$ cat src/rtl/apsf_pkg.sv
`default_nettype none
// ----------------------------------------------------------------------------
// apsf_pkg
// Shared types and constants of the Annex B parameter-set filter.
// ----------------------------------------------------------------------------
package apsf_pkg;

   localparam int CMD_DEPTH_DEFAULT = 4;

   localparam logic [7:0] BYTE_ZERO = 8'h00;
   localparam logic [7:0] BYTE_ONE  = 8'h01;

   localparam logic [4:0] NAL_IDR = 5'd5;
   localparam logic [4:0] NAL_SPS = 5'd7;
   localparam logic [4:0] NAL_PPS = 5'd8;

   // one classified input byte: zeros, then an optional 01, then an optional data byte
   typedef struct packed {
      logic [2:0] zeros;
      logic       one;
      logic       byt;
      logic [7:0] data;
      logic       done;
      logic       key;
   } cmd_type;

endpackage
`default_nettype wire

$ cat src/rtl/apsf_front.sv
`default_nettype none
// ----------------------------------------------------------------------------
// apsf_front
// Start code tracker: classifies each byte into at most one output command.
// ----------------------------------------------------------------------------
module apsf_front (
   input  wire logic             clock,
   input  wire logic             reset,
   input  wire logic             accept,
   input  wire logic [7:0]       data_byte,
   input  wire logic             last_byte,
   output apsf_pkg::cmd_type     cmd,
   output logic                  cmd_push
);
   import apsf_pkg::*;

   logic [1:0] held_ff, held_in;
   logic       expect_ff, expect_in;
   logic       four_ff, four_in;
   logic       in_hdr_ff, in_hdr_in;
   logic       idr_ff, idr_in;
   logic [4:0] nal_code;
   logic       is_zero;
   logic       hdr_new;
   logic       hdr;
   logic       idr_upd;

   always_comb begin
      nal_code = data_byte[4:0];
      is_zero  = (data_byte == BYTE_ZERO);
      hdr_new  = (nal_code == NAL_SPS) || (nal_code == NAL_PPS);
      hdr      = expect_ff ? hdr_new : in_hdr_ff;
      idr_upd  = idr_ff | (expect_ff && (nal_code == NAL_IDR));

      held_in   = held_ff;
      expect_in = expect_ff;
      four_in   = four_ff;
      in_hdr_in = in_hdr_ff;
      idr_in    = idr_upd;

      cmd.zeros = 3'd0;
      cmd.one   = 1'b0;
      cmd.byt   = 1'b0;
      cmd.data  = data_byte;
      cmd.done  = last_byte;
      cmd.key   = idr_upd;

      if (expect_ff) begin
         // nal header byte: emit the start code and the header if sps/pps
         cmd.zeros = hdr_new ? (four_ff ? 3'd3 : 3'd2) : 3'd0;
         cmd.one   = hdr_new;
         cmd.byt   = hdr_new;
         in_hdr_in = hdr_new;
         expect_in = 1'b0;
         four_in   = 1'b0;
         held_in   = is_zero ? 2'd1 : 2'd0;
      end else if (is_zero) begin
         if (held_ff == 2'd3) begin
            // oldest held zero falls out into the unit
            cmd.zeros = hdr ? (last_byte ? 3'd4 : 3'd1) : 3'd0;
         end else begin
            held_in   = held_ff + 2'd1;
            cmd.zeros = (last_byte && hdr) ? ({1'b0, held_ff} + 3'd1) : 3'd0;
         end
      end else if ((data_byte == BYTE_ONE) && (held_ff >= 2'd2)) begin
         expect_in = 1'b1;
         four_in   = (held_ff == 2'd3);
         held_in   = 2'd0;
      end else begin
         cmd.zeros = hdr ? {1'b0, held_ff} : 3'd0;
         cmd.byt   = hdr;
         held_in   = 2'd0;
      end

      if (last_byte) begin
         held_in   = 2'd0;
         expect_in = 1'b0;
         four_in   = 1'b0;
         in_hdr_in = 1'b0;
         idr_in    = 1'b0;
      end

      cmd_push = accept && ((cmd.zeros != 3'd0) || cmd.one || cmd.byt || last_byte);
   end

   always_ff @(posedge clock) begin
      if (reset) begin
         held_ff   <= 2'd0;
         expect_ff <= 1'b0;
         four_ff   <= 1'b0;
         in_hdr_ff <= 1'b0;
         idr_ff    <= 1'b0;
      end else if (accept) begin
         held_ff   <= held_in;
         expect_ff <= expect_in;
         four_ff   <= four_in;
         in_hdr_ff <= in_hdr_in;
         idr_ff    <= idr_in;
      end
   end

   a_held_clear_after_sc: assert property (@(posedge clock) disable iff (reset)
      expect_ff |-> (held_ff == 2'd0))
      else $error("zeros held while a start code is pending");

endmodule
`default_nettype wire

$ cat src/rtl/apsf_cmd_fifo.sv
`default_nettype none
// ----------------------------------------------------------------------------
// apsf_cmd_fifo
// Short command queue between the classifier and the output expander.
// ----------------------------------------------------------------------------
module apsf_cmd_fifo #(
   parameter int DEPTH = apsf_pkg::CMD_DEPTH_DEFAULT
) (
   input  wire logic              clock,
   input  wire logic              reset,
   input  wire logic              push,
   input  wire apsf_pkg::cmd_type push_data,
   output logic                   full,
   input  wire logic              pop,
   output apsf_pkg::cmd_type      pop_data,
   output logic                   not_empty
);
   import apsf_pkg::*;

   localparam int PW = (DEPTH > 1) ? $clog2(DEPTH) : 1;
   localparam int CW = $clog2(DEPTH + 1);
   localparam logic [PW-1:0] LAST_PTR = PW'(DEPTH - 1);

   cmd_type         mem_ff [DEPTH];
   logic [PW-1:0]   wr_ff, wr_in;
   logic [PW-1:0]   rd_ff, rd_in;
   logic [CW-1:0]   count_ff, count_in;
   logic            do_push;
   logic            do_pop;

   always_comb begin
      full      = (count_ff == CW'(DEPTH));
      not_empty = (count_ff != '0);
      do_push   = push && !full;
      do_pop    = pop && not_empty;
      pop_data  = mem_ff[rd_ff];
      wr_in     = do_push ? ((wr_ff == LAST_PTR) ? '0 : wr_ff + 1'b1) : wr_ff;
      rd_in     = do_pop  ? ((rd_ff == LAST_PTR) ? '0 : rd_ff + 1'b1) : rd_ff;
      count_in  = count_ff + CW'(do_push) - CW'(do_pop);
   end

   always_ff @(posedge clock) begin
      if (reset) begin
         wr_ff    <= '0;
         rd_ff    <= '0;
         count_ff <= '0;
      end else begin
         wr_ff    <= wr_in;
         rd_ff    <= rd_in;
         count_ff <= count_in;
      end
   end

   always_ff @(posedge clock) begin
      if (do_push) begin
         mem_ff[wr_ff] <= push_data;
      end
   end

   a_count_bound: assert property (@(posedge clock) disable iff (reset)
      count_ff <= CW'(DEPTH))
      else $error("command queue overfilled");

   a_no_push_full: assert property (@(posedge clock) disable iff (reset)
      full |-> !push)
      else $error("command pushed into a full queue");

endmodule
`default_nettype wire

$ cat src/rtl/apsf_back.sv
`default_nettype none
// ----------------------------------------------------------------------------
// apsf_back
// Output expander: turns each command into results, one per cycle while not stalled.
// ----------------------------------------------------------------------------
module apsf_back (
   input  wire logic             clock,
   input  wire logic             reset,
   input  wire apsf_pkg::cmd_type cmd,
   input  wire logic             cmd_avail,
   output logic                  cmd_pop,
   output logic                  rsp_empty,
   input  wire logic             rsp_pop,
   output logic [7:0]            rsp_hdr_byte,
   output logic                  rsp_hdr_valid,
   output logic                  rsp_frame_done,
   output logic                  rsp_keyframe
);
   import apsf_pkg::*;

   cmd_type    cur_ff, cur_in;
   logic       cur_valid_ff, cur_valid_in;
   logic       out_valid_ff, out_valid_in;
   logic [7:0] out_byte_ff, out_byte_in;
   logic       out_hv_ff, out_hv_in;
   logic       out_done_ff, out_done_in;
   logic       out_key_ff, out_key_in;
   logic       emit;
   logic       fin;
   logic [7:0] res_byte;
   logic       res_valid;

   always_comb begin
      // pick the next result of the current command
      if (cur_ff.zeros != 3'd0) begin
         res_byte  = BYTE_ZERO;
         res_valid = 1'b1;
         fin       = (cur_ff.zeros == 3'd1) && !cur_ff.one && !cur_ff.byt;
      end else if (cur_ff.one) begin
         res_byte  = BYTE_ONE;
         res_valid = 1'b1;
         fin       = !cur_ff.byt;
      end else if (cur_ff.byt) begin
         res_byte  = cur_ff.data;
         res_valid = 1'b1;
         fin       = 1'b1;
      end else begin
         // end of frame with nothing to give
         res_byte  = BYTE_ZERO;
         res_valid = 1'b0;
         fin       = 1'b1;
      end

      emit    = cur_valid_ff && (!out_valid_ff || rsp_pop);
      cmd_pop = cmd_avail && (!cur_valid_ff || (emit && fin));

      cur_in       = cur_ff;
      cur_valid_in = cur_valid_ff;
      if (cmd_pop) begin
         cur_in       = cmd;
         cur_valid_in = 1'b1;
      end else if (emit) begin
         if (fin) begin
            cur_valid_in = 1'b0;
         end else if (cur_ff.zeros != 3'd0) begin
            cur_in.zeros = cur_ff.zeros - 3'd1;
         end else begin
            cur_in.one = 1'b0;
         end
      end

      out_valid_in = out_valid_ff;
      out_byte_in  = out_byte_ff;
      out_hv_in    = out_hv_ff;
      out_done_in  = out_done_ff;
      out_key_in   = out_key_ff;
      if (emit) begin
         out_valid_in = 1'b1;
         out_byte_in  = res_byte;
         out_hv_in    = res_valid;
         out_done_in  = cur_ff.done && fin;
         out_key_in   = cur_ff.done && fin && cur_ff.key;
      end else if (rsp_pop) begin
         out_valid_in = 1'b0;
      end

      rsp_empty      = !out_valid_ff;
      rsp_hdr_byte   = out_byte_ff;
      rsp_hdr_valid  = out_hv_ff;
      rsp_frame_done = out_done_ff;
      rsp_keyframe   = out_key_ff;
   end

   always_ff @(posedge clock) begin
      if (reset) begin
         cur_valid_ff <= 1'b0;
         out_valid_ff <= 1'b0;
      end else begin
         cur_valid_ff <= cur_valid_in;
         out_valid_ff <= out_valid_in;
      end
   end

   always_ff @(posedge clock) begin
      cur_ff      <= cur_in;
      out_byte_ff <= out_byte_in;
      out_hv_ff   <= out_hv_in;
      out_done_ff <= out_done_in;
      out_key_ff  <= out_key_in;
   end

   a_key_with_done: assert property (@(posedge clock) disable iff (reset)
      (out_valid_ff && out_key_ff) |-> out_done_ff)
      else $error("keyframe flag without frame end");

   a_empty_is_final: assert property (@(posedge clock) disable iff (reset)
      (out_valid_ff && !out_hv_ff) |-> (out_done_ff && (out_byte_ff == BYTE_ZERO)))
      else $error("empty result that does not close a frame");

endmodule
`default_nettype wire

$ cat src/rtl/annexb_param_set_filter.sv
`default_nettype none
// ----------------------------------------------------------------------------
// annexb_param_set_filter
// Passes through the SPS and PPS units of an H.264 Annex B frame.
// ----------------------------------------------------------------------------
// Input queue port: one stream byte per transfer (req_push while req_full is
// low), req_last_byte marks the final byte of a frame. Result queue port: the
// oldest result sits on the rsp_ ports while rsp_empty is low and leaves with
// rsp_pop. Each result is one byte of an SPS/PPS unit, start code included;
// the last result of a frame has rsp_frame_done set and rsp_keyframe tells
// whether an IDR unit occurred. A frame with nothing to pass gives a single
// result with rsp_hdr_valid low.
// One byte is taken per cycle while req_full is low. The classifier writes at
// most one command per byte into a CMD_DEPTH-entry queue; the expander turns
// each command into one result per cycle while not stalled, so a header byte
// that completes a start code gives up to five results. A byte's first result
// passes the queue, the current command and the output registers. When the
// receiver stalls, results wait in the output register, the queue fills and
// req_full rises. Reset empties both queues and clears the start code tracker.
// ----------------------------------------------------------------------------
module annexb_param_set_filter #(
   parameter int CMD_DEPTH = apsf_pkg::CMD_DEPTH_DEFAULT
) (
   input  wire logic       clock,
   input  wire logic       reset,
   input  wire logic       req_push,
   output logic            req_full,
   input  wire logic [7:0] req_data_byte,
   input  wire logic       req_last_byte,
   output logic            rsp_empty,
   input  wire logic       rsp_pop,
   output logic [7:0]      rsp_hdr_byte,
   output logic            rsp_hdr_valid,
   output logic            rsp_frame_done,
   output logic            rsp_keyframe
);
   import apsf_pkg::*;

   cmd_type front_cmd;
   cmd_type head_cmd;
   logic    front_push;
   logic    cmd_full;
   logic    cmd_avail;
   logic    cmd_pop;
   logic    accept;

   assign req_full = cmd_full;
   assign accept   = req_push && !cmd_full;

   apsf_front u_front (
      .clock     (clock),
      .reset     (reset),
      .accept    (accept),
      .data_byte (req_data_byte),
      .last_byte (req_last_byte),
      .cmd       (front_cmd),
      .cmd_push  (front_push)
   );

   apsf_cmd_fifo #(
      .DEPTH (CMD_DEPTH)
   ) u_cmd_fifo (
      .clock     (clock),
      .reset     (reset),
      .push      (front_push),
      .push_data (front_cmd),
      .full      (cmd_full),
      .pop       (cmd_pop),
      .pop_data  (head_cmd),
      .not_empty (cmd_avail)
   );

   apsf_back u_back (
      .clock          (clock),
      .reset          (reset),
      .cmd            (head_cmd),
      .cmd_avail      (cmd_avail),
      .cmd_pop        (cmd_pop),
      .rsp_empty      (rsp_empty),
      .rsp_pop        (rsp_pop),
      .rsp_hdr_byte   (rsp_hdr_byte),
      .rsp_hdr_valid  (rsp_hdr_valid),
      .rsp_frame_done (rsp_frame_done),
      .rsp_keyframe   (rsp_keyframe)
   );

endmodule
`default_nettype wire

$ cat config.mk
export PLATFORM = sky130hd
export DESIGN_NAME = annexb_param_set_filter
export DESIGN_NICKNAME = d
export VERILOG_FILES = /design/src/rtl/apsf_pkg.sv /design/src/rtl/apsf_front.sv /design/src/rtl/apsf_cmd_fifo.sv /design/src/rtl/apsf_back.sv /design/src/rtl/annexb_param_set_filter.sv
export SDC_FILE = /design/constraint.sdc
export NUM_CORES = 1
export LEC_CHECK = 0
export ABC_AREA = 1
export BUFFER_PORTS_ARGS = -buffer_cell sky130_fd_sc_hd__buf_2
export CAP_MARGIN = 10
export CORE_MARGIN = 2
export CORE_UTILIZATION = 52
export CTS_CLUSTER_DIAMETER = 40
export DETAILED_ROUTE_END_ITERATION = 7
export MAX_ROUTING_LAYER = met4
export PLACE_DENSITY = 0.7
export SYNTH_ARGS = -nofsm -noshare
export SYNTH_HDL_FRONTEND = slang
export SYNTH_HIERARCHICAL = 1
export SYNTH_SLANG_ARGS = --single-unit
$ cat constraint.sdc
create_clock -name clock -period 3 [get_ports clock]
set_clock_uncertainty 0.05 [all_clocks]
set_input_delay 0 -clock clock [delete_from_list [all_inputs] [get_ports clock]]
set_output_delay 0 -clock clock [all_outputs]
set_load 0.005 [all_outputs]
==> results.toml, run 1 <==
[outcome]
status = "complete, no violations"

[worst_hold_path]
hold_path.class = "in2reg"

[layout]
area_growth_pct = 10.65
fin_util_pct = 59.05
antenna-diode-count = 0
final_nets = 474
drive_gt1_share_pct = 23.62

[worst_setup_path]
critPathCapture = "u_cmd_fifo/count_ff[2]"
r2r_start = "u_front/held_ff[0]"
end_kind = "flop"
critPathLaunchType = "flop"
cp_data_arrival_time_ps = 2950
required_ps = 3270
r2r_slack_ps = 310
crit_path_max_fanout = 6
worstSetupPathType = "reg2reg"
r2r-end = "u_cmd_fifo/count_ff[2]"
timing.critical_path.from = "u_front/held_ff[0]"
worst_r2r_path_depth = 20

[cts]
clockBufferDepth = 2
cts_root_buf = "clkbuf_8"
h-tree-depth = 3
cts_tree = "yes"
numCtsBuffers = 9
clkSinkCount = 103
insertion_delay_ps = 370
postCtsSetupBuffers = 0
path_clk_slew_ps = 100

[synthesis]
ys_ff_latch = 103
ys.flop_type = "edfxtp_1"
yosysTopAreaCell = "edfxtp_1"
syn_inst = 409
syn_nets = 435
ys_types = 33
synth_area_per_cell_um2 = 11.38
synth_seq_area_share_pct = 62.80
syn_area_mm2 = 0.004654
synth_most_common_cell = "edfxtp_1"
synth_area_leaders = "edfxtp_1 55%, dfxtp_1 7.3%, nor2_1 5.1%"
ys_async_sr_fraction_pct = 0
synth_edf_count = 86
yosys-top-cells-count = "86 x edfxtp_1, 63 x nor2_1, 48 x inv_1, 44 x nand2_1, 20 x o21ai_1"
yosys_warnings = 6
synth_top_area_share_pct = 55.48

[routing]
routed_wirelength_um = 7807
vias = 2880
drt-vias-per-instance = 5.134
drtIter0Drc = 117
wl_per_cell_um = 13.92
final_antenna_net_count = 0
first_pass_iters = 4
route.detailed.drc = 0

[floorplan]
fp-row-count = 34
die_x_um = 98.61
floorplan.initialDensity_pct = 53.37
die-area_mm2 = 0.009724
fp.dieH_um = 98.61
core_mm2 = 0.008721
ios = 26

[timing]
setup_viol = 0
worst_slack_ps = 314.1
rsz0062_at_grt = "false"
slew-limit-headroom_pct = 57.51
hold_viol_final = 0
fmax_mhz = 372.3
worstMarginPinSlew_ps = 636.4
finalMaxSlewViolations = 0
finalCritPeriodShare_pct = 89.53
timing.hold.ws_ps = 72.83
timing.setup.tns_ps = 0
min_period_ps = 2686

[grt]
grt_pass1_vias = 2827
grt_pass1_wl_um = 13410
use_met1_pct = 23.56
grt-ovfl-total = 0
grt.total_usage_pct = 18.25
grt-busiest-layer = "met2"
antenna_found_initial = 0
met3_usage_pct = 2.908
grt_max_degree = 31
grt_util_met2_pct = 28.73

[power]
leakagePower_uw = 0.002079
ir_worst_vdd_mv = 0.3143
finalPower_uw = 4418
powerDensity_mw_per_mm2 = 857.8

[placement]
dp_hpwl_um = 5274
portBuffers = 25
place_ws_ps = 231.1
gp_congestion = 0.8663

[job]
drv_cap = 0
==> stage by stage <==
stage | cell area (um2) | instances
3_3_place_gp | 4827 | 533
5_1_grt | 5150 | 561
3_5_place_dp | 4827 | 533
4_1_cts | 5146 | 561
6_report | 5150 | 561
2_1_floorplan | 4654 | 409
==> routing by layer <==
metal	wire [um]	part of all wire (%)	up-vias
met3	383	4.9	13
met1	3498	45	1340
met5	0	0	-
li1	-	-	1451
met2	3762	48	76
met4	163	2.1	0
==> final cells by class <==
class | instances | area (um2)
Clock buffer | 9 | 123.9
Clock inverter | 7 | 75.07
Fill cell | 725 | 3571
Inverter | 56 | 210.2
Multi-Input combinational cell | 232 | 1370
Sequential cell | 103 | 2923
Tap cell | 108 | 135.1
Timing Repair Buffer | 46 | 312.8
==> power breakdown <==
group / internal (uW) / switching, uW
Clock: 327 / 515
Combinational: 539 / 969
Sequential: 1950 / 113
Total: 2820 / 1600
==> layout by cell type, fill, tap and decap left out, types with 14 or more instances in the layout <==
master	n
dfxtp_1	17
nor2_1	63
a21oi_1	14
buf_2	25
nand3_1	17
edfxtp_1	86
o21ai_2	15
o21ai_1	19
nand2_1	44
inv_1	47
==> critical path, stage by stage, from the launching register on <==
cell	delay, ps
dfxtp_1	370
inv_1	80
ha_1	190
nor2_1	80
nor2_1	80
o21ai_2	130
nand2_1	80
inv_2	90
nor2_1	50
nand3_1	80
nand2_1	60
inv_2	90
nand2_2	90
ha_1	300
inv_1	50
ha_1	120
inv_1	50
fa_1	380
nand3_1	100
nand2_1	50
nor2_1	70
==> state kept, by name, summed over array words and instances (netlist names), 2 cells and up, named ones only <==
name                 cells
u_front/held_ff          2
u_cmd_fifo/wr_ff         2
u_cmd_fifo/mem_ff       60
u_back/rsp_hdr_byte      8
u_cmd_fifo/rd_ff         2
u_back/cur_ff           15
u_cmd_fifo/count_ff      3
==> how the worst min path moves through the flow <==
stage / from / endpoint / depth (start not counted)
after floorplan: reset / u_front/held_ff[1] / 1
after global placement: req_data_byte[5] / u_cmd_fifo/mem_ff[3][7] / 1
after detailed placement: req_data_byte[7] / u_cmd_fifo/mem_ff[3][9] / 1
after CTS: req_push / u_front/held_ff[1] / 6
after global routing: req_push / u_front/held_ff[1] / 6
final: req_push / u_front/held_ff[1] / 6
==> cell families after synthesis <==
logic type	synth area share [%]
buffers and inverters	7.849
xor gates and xnor gates	0.1882
AOI/OAI and AO/OA	10.62
DFF	62.80
and+or+nand+nor	14.89
adders and majority gates	3.656
==> repair_timing <==
| action | in CTS | in global routing |
|---|---|---|
| hold buffers | 12 | 0 |
| gates resized for setup | 0 | 2 |
| hold endpoints to repair | 43 | 0 |
| setup endpoints to repair | 0 | 2 |
Power figures use the tool's default switching activity.
==> run 2, diff against run 1 <==
Settings changed: ABC_AREA 1 to 0, GPL_ROUTABILITY_DRIVEN set to 0.
==> results.toml, run 2 <==
[layout]
final_nets = 355
layout_common_cells = "86 x edfxtp_1, 25 x buf_2, 22 x buf_4"
multiInputGateArea_mm2 = 0.001400
top_register = "u_cmd_fifo/mem_ff"
fillers = 616
largest_reg_flops = 60
final_common_cell = "edfxtp_1"
finalInstanceArea_mm2 = 0.005180
area_growth_pct = 17.88
regArea_mm2 = 0.002925
antenna-diode-count = 0
drive_gt1_share_pct = 35.93

[synthesis]
synth_area_per_cell_um2 = 15.86
syn_area_mm2 = 0.004394
syn_nets = 303
synth_area_leaders = "edfxtp_1 59%, dfxtp_1 7.7%, mux4_2 7.7%"
ys_ff_latch = 103
synth_most_common_cell = "edfxtp_1"
synth_seq_area_share_pct = 66.51
ys.flop_type = "edfxtp_1"
ys_async_sr_fraction_pct = 0
yosys-top-cells-count = "86 x edfxtp_1, 19 x inv_1, 17 x dfxtp_1, 15 x mux4_2"
yosys_warnings = 6
syn_inst = 277
synth_edf_count = 86
synth_top_area_share_pct = 58.77
ys_types = 59
yosysTopAreaCell = "edfxtp_1"

[cts]
h-tree-depth = 3
numCtsBuffers = 9
cts_root_buf = "clkbuf_8"
insertion_delay_ps = 370
clockBufferDepth = 2
cts_tree = "yes"
clkSinkCount = 103
path_clk_slew_ps = 90

[outcome]
status = "complete, no violations"

[worst_setup_path]
worstSetupPathType = "in2reg"
cp_data_arrival_time_ps = 3150
crit_path_max_fanout = 6
critPathBufInv = 5
end_kind = "flop"
cpMaxStageDelayCell = "or4_4"
path_delay_family = "simple AND/OR/NAND/NOR gates"
cp_num_cells = 16
slowest_delay_ps = 530
worst_r2r_path_depth = 15
path_common_cell = "inv_2"
critPathLaunchType = "input pin"
cp_cell_sequence = "dlygate4sd3_1 -> buf_2 -> or4_4 -> nor2_4 -> a31oi_1 -> a31oi_4 -> and2_4 -> inv_2 -> ha_4 -> inv_2 -> ha_4 -> inv_2 -> fa_2 -> xor2_2 -> and2_4 -> nor3_2"
required_ps = 3250

[placement]
dp_hpwl_um = 5181
dpl_cell_area_mm2 = 0.004691
portBuffers = 25

[timing]
worstMarginPinSlew_ps = 716.4
timing.hold.ws_ps = 58.47
finalMaxSlewViolations = 0
rsz0062_at_grt = "false"
fmax_mhz = 344.7
finalCritPeriodShare_pct = 96.70
slew-limit-headroom_pct = 52.17
setup_viol = 0
min_period_ps = 2901
hold_viol_final = 0
timing.setup.tns_ps = 0

[power]
powerDensity_mw_per_mm2 = 827.1
leakagePower_uw = 0.001906
ir_worst_vdd_mv = 0.3215

[floorplan]
core_mm2 = 0.008217
fp.dieH_um = 95.93
ios = 26
fp-row-count = 33
die_x_um = 95.93
floorplan.initialDensity_pct = 53.48
die-area_mm2 = 0.009202

[worst_hold_path]
hold_depth = 3
hold_path.class = "in2reg"

[routing]
drtIter0Drc = 195
vias = 2403
drt-vias-per-instance = 5.474
final_antenna_net_count = 0
route.detailed.drc = 0
wl_per_cell_um = 17.16
first_pass_iters = 5
routed_wirelength_um = 7532

[grt]
grt_util_met2_pct = 29.43
use_met1_pct = 23.22
grt.total_usage_pct = 18.55
met3_usage_pct = 4.229
grt_pass1_wl_um = 11750
grt-busiest-layer = "met2"
antenna_found_initial = 0
grt_pass1_vias = 2334
grt_max_degree = 19
grt-ovfl-total = 0

[job]
drv_cap = 0
run 2: changes by cell type after synthesis, moves of 9 or more:
| cell | delta |
|---|---|
| o22ai_2 | -10 |
| nand3_1 | -13 |
| o21ai_1 | -18 |
| nor2_1 | -51 |
| o21ai_2 | -14 |
| nand2_2 | -9 |
| nand2_1 | -38 |
| inv_1 | -29 |
| mux4_2 | +15 |
run 2: cell families after synthesis:
family,share of synthesized area [%]
mux,8.827
flops,66.51
compound gates,5.923
fa+ha+maj,3.872
simple gates,10.22
xor+xnor,0.3987
buf+inv,4.243
run 2: where the power goes:
group	internal (uW)	switching [uW]
clock network	565	478
registers	1900	149
logic	588	609
total	3050	1240
run 2: layout make-up:
| class | instances | share of cell area [%] |
|---|---|---|
| Sequential cell | 103 | 56.47 |
| Clock inverter | 7 | 2.464 |
| Timing Repair Buffer | 58 | 7.729 |
| Clock buffer | 9 | 2.391 |
| Inverter | 19 | 1.377 |
| Tap cell | 105 | 2.536 |
| Multi-Input combinational cell | 138 | 27.03 |
run 2: repair_timing:
action,in CTS,in global routing
endpoints found under the setup margin,0,1
endpoints found under the hold margin,44,0
gates resized for setup,0,23
hold buffers,11,0
buffers inserted,0,4
run 2: worst register-to-register path, stage by stage, from the launching register on:
cell and delay [ps]:
edfxtp_1 400, inv_2 110, ha_4 130, or3b_4 380, a21oi_4 160, a31o_4 180, o31ai_2 70, inv_1 100
ha_4 210, inv_2 60, ha_4 110, inv_2 30, fa_2 360, xor2_2 160, and2_4 160, nor3_2 120
run 2: worst paths after layout:
path                                        start                      to  slack, ps
worst max register to register  u_back/cur_ff[13]  u_cmd_fifo/count_ff[2]        150
worst min-delay path                      rsp_pop     u_back/out_valid_ff         60
worst max-delay path             req_data_byte[5]  u_cmd_fifo/count_ff[2]        100
worst min register to register  u_front/in_hdr_ff       u_front/in_hdr_ff        470
run 2: routing by layer:
layer | wire length [um] | vias up | share of wire [%]
met4 | 176 | 0 | 2.3
met1 | 3300 | 1183 | 44
met5 | 0 | - | 0
met2 | 3789 | 54 | 50
met3 | 264 | 14 | 3.5
li1 | - | 1152 | -
run 2: stage by stage:
step	cells	setup WS (ps)	util (%)	total power (uW)
3_3_place_gp	408	86.39	57.09	3113
3_5_place_dp	408	28.20	57.09	3155
4_1_cts	435	4.441	61.49	4200
6_report	439	98.88	63.04	4284
5_1_grt	439	1.293	63.04	4530
2_1_floorplan	277	46.32	-	2822
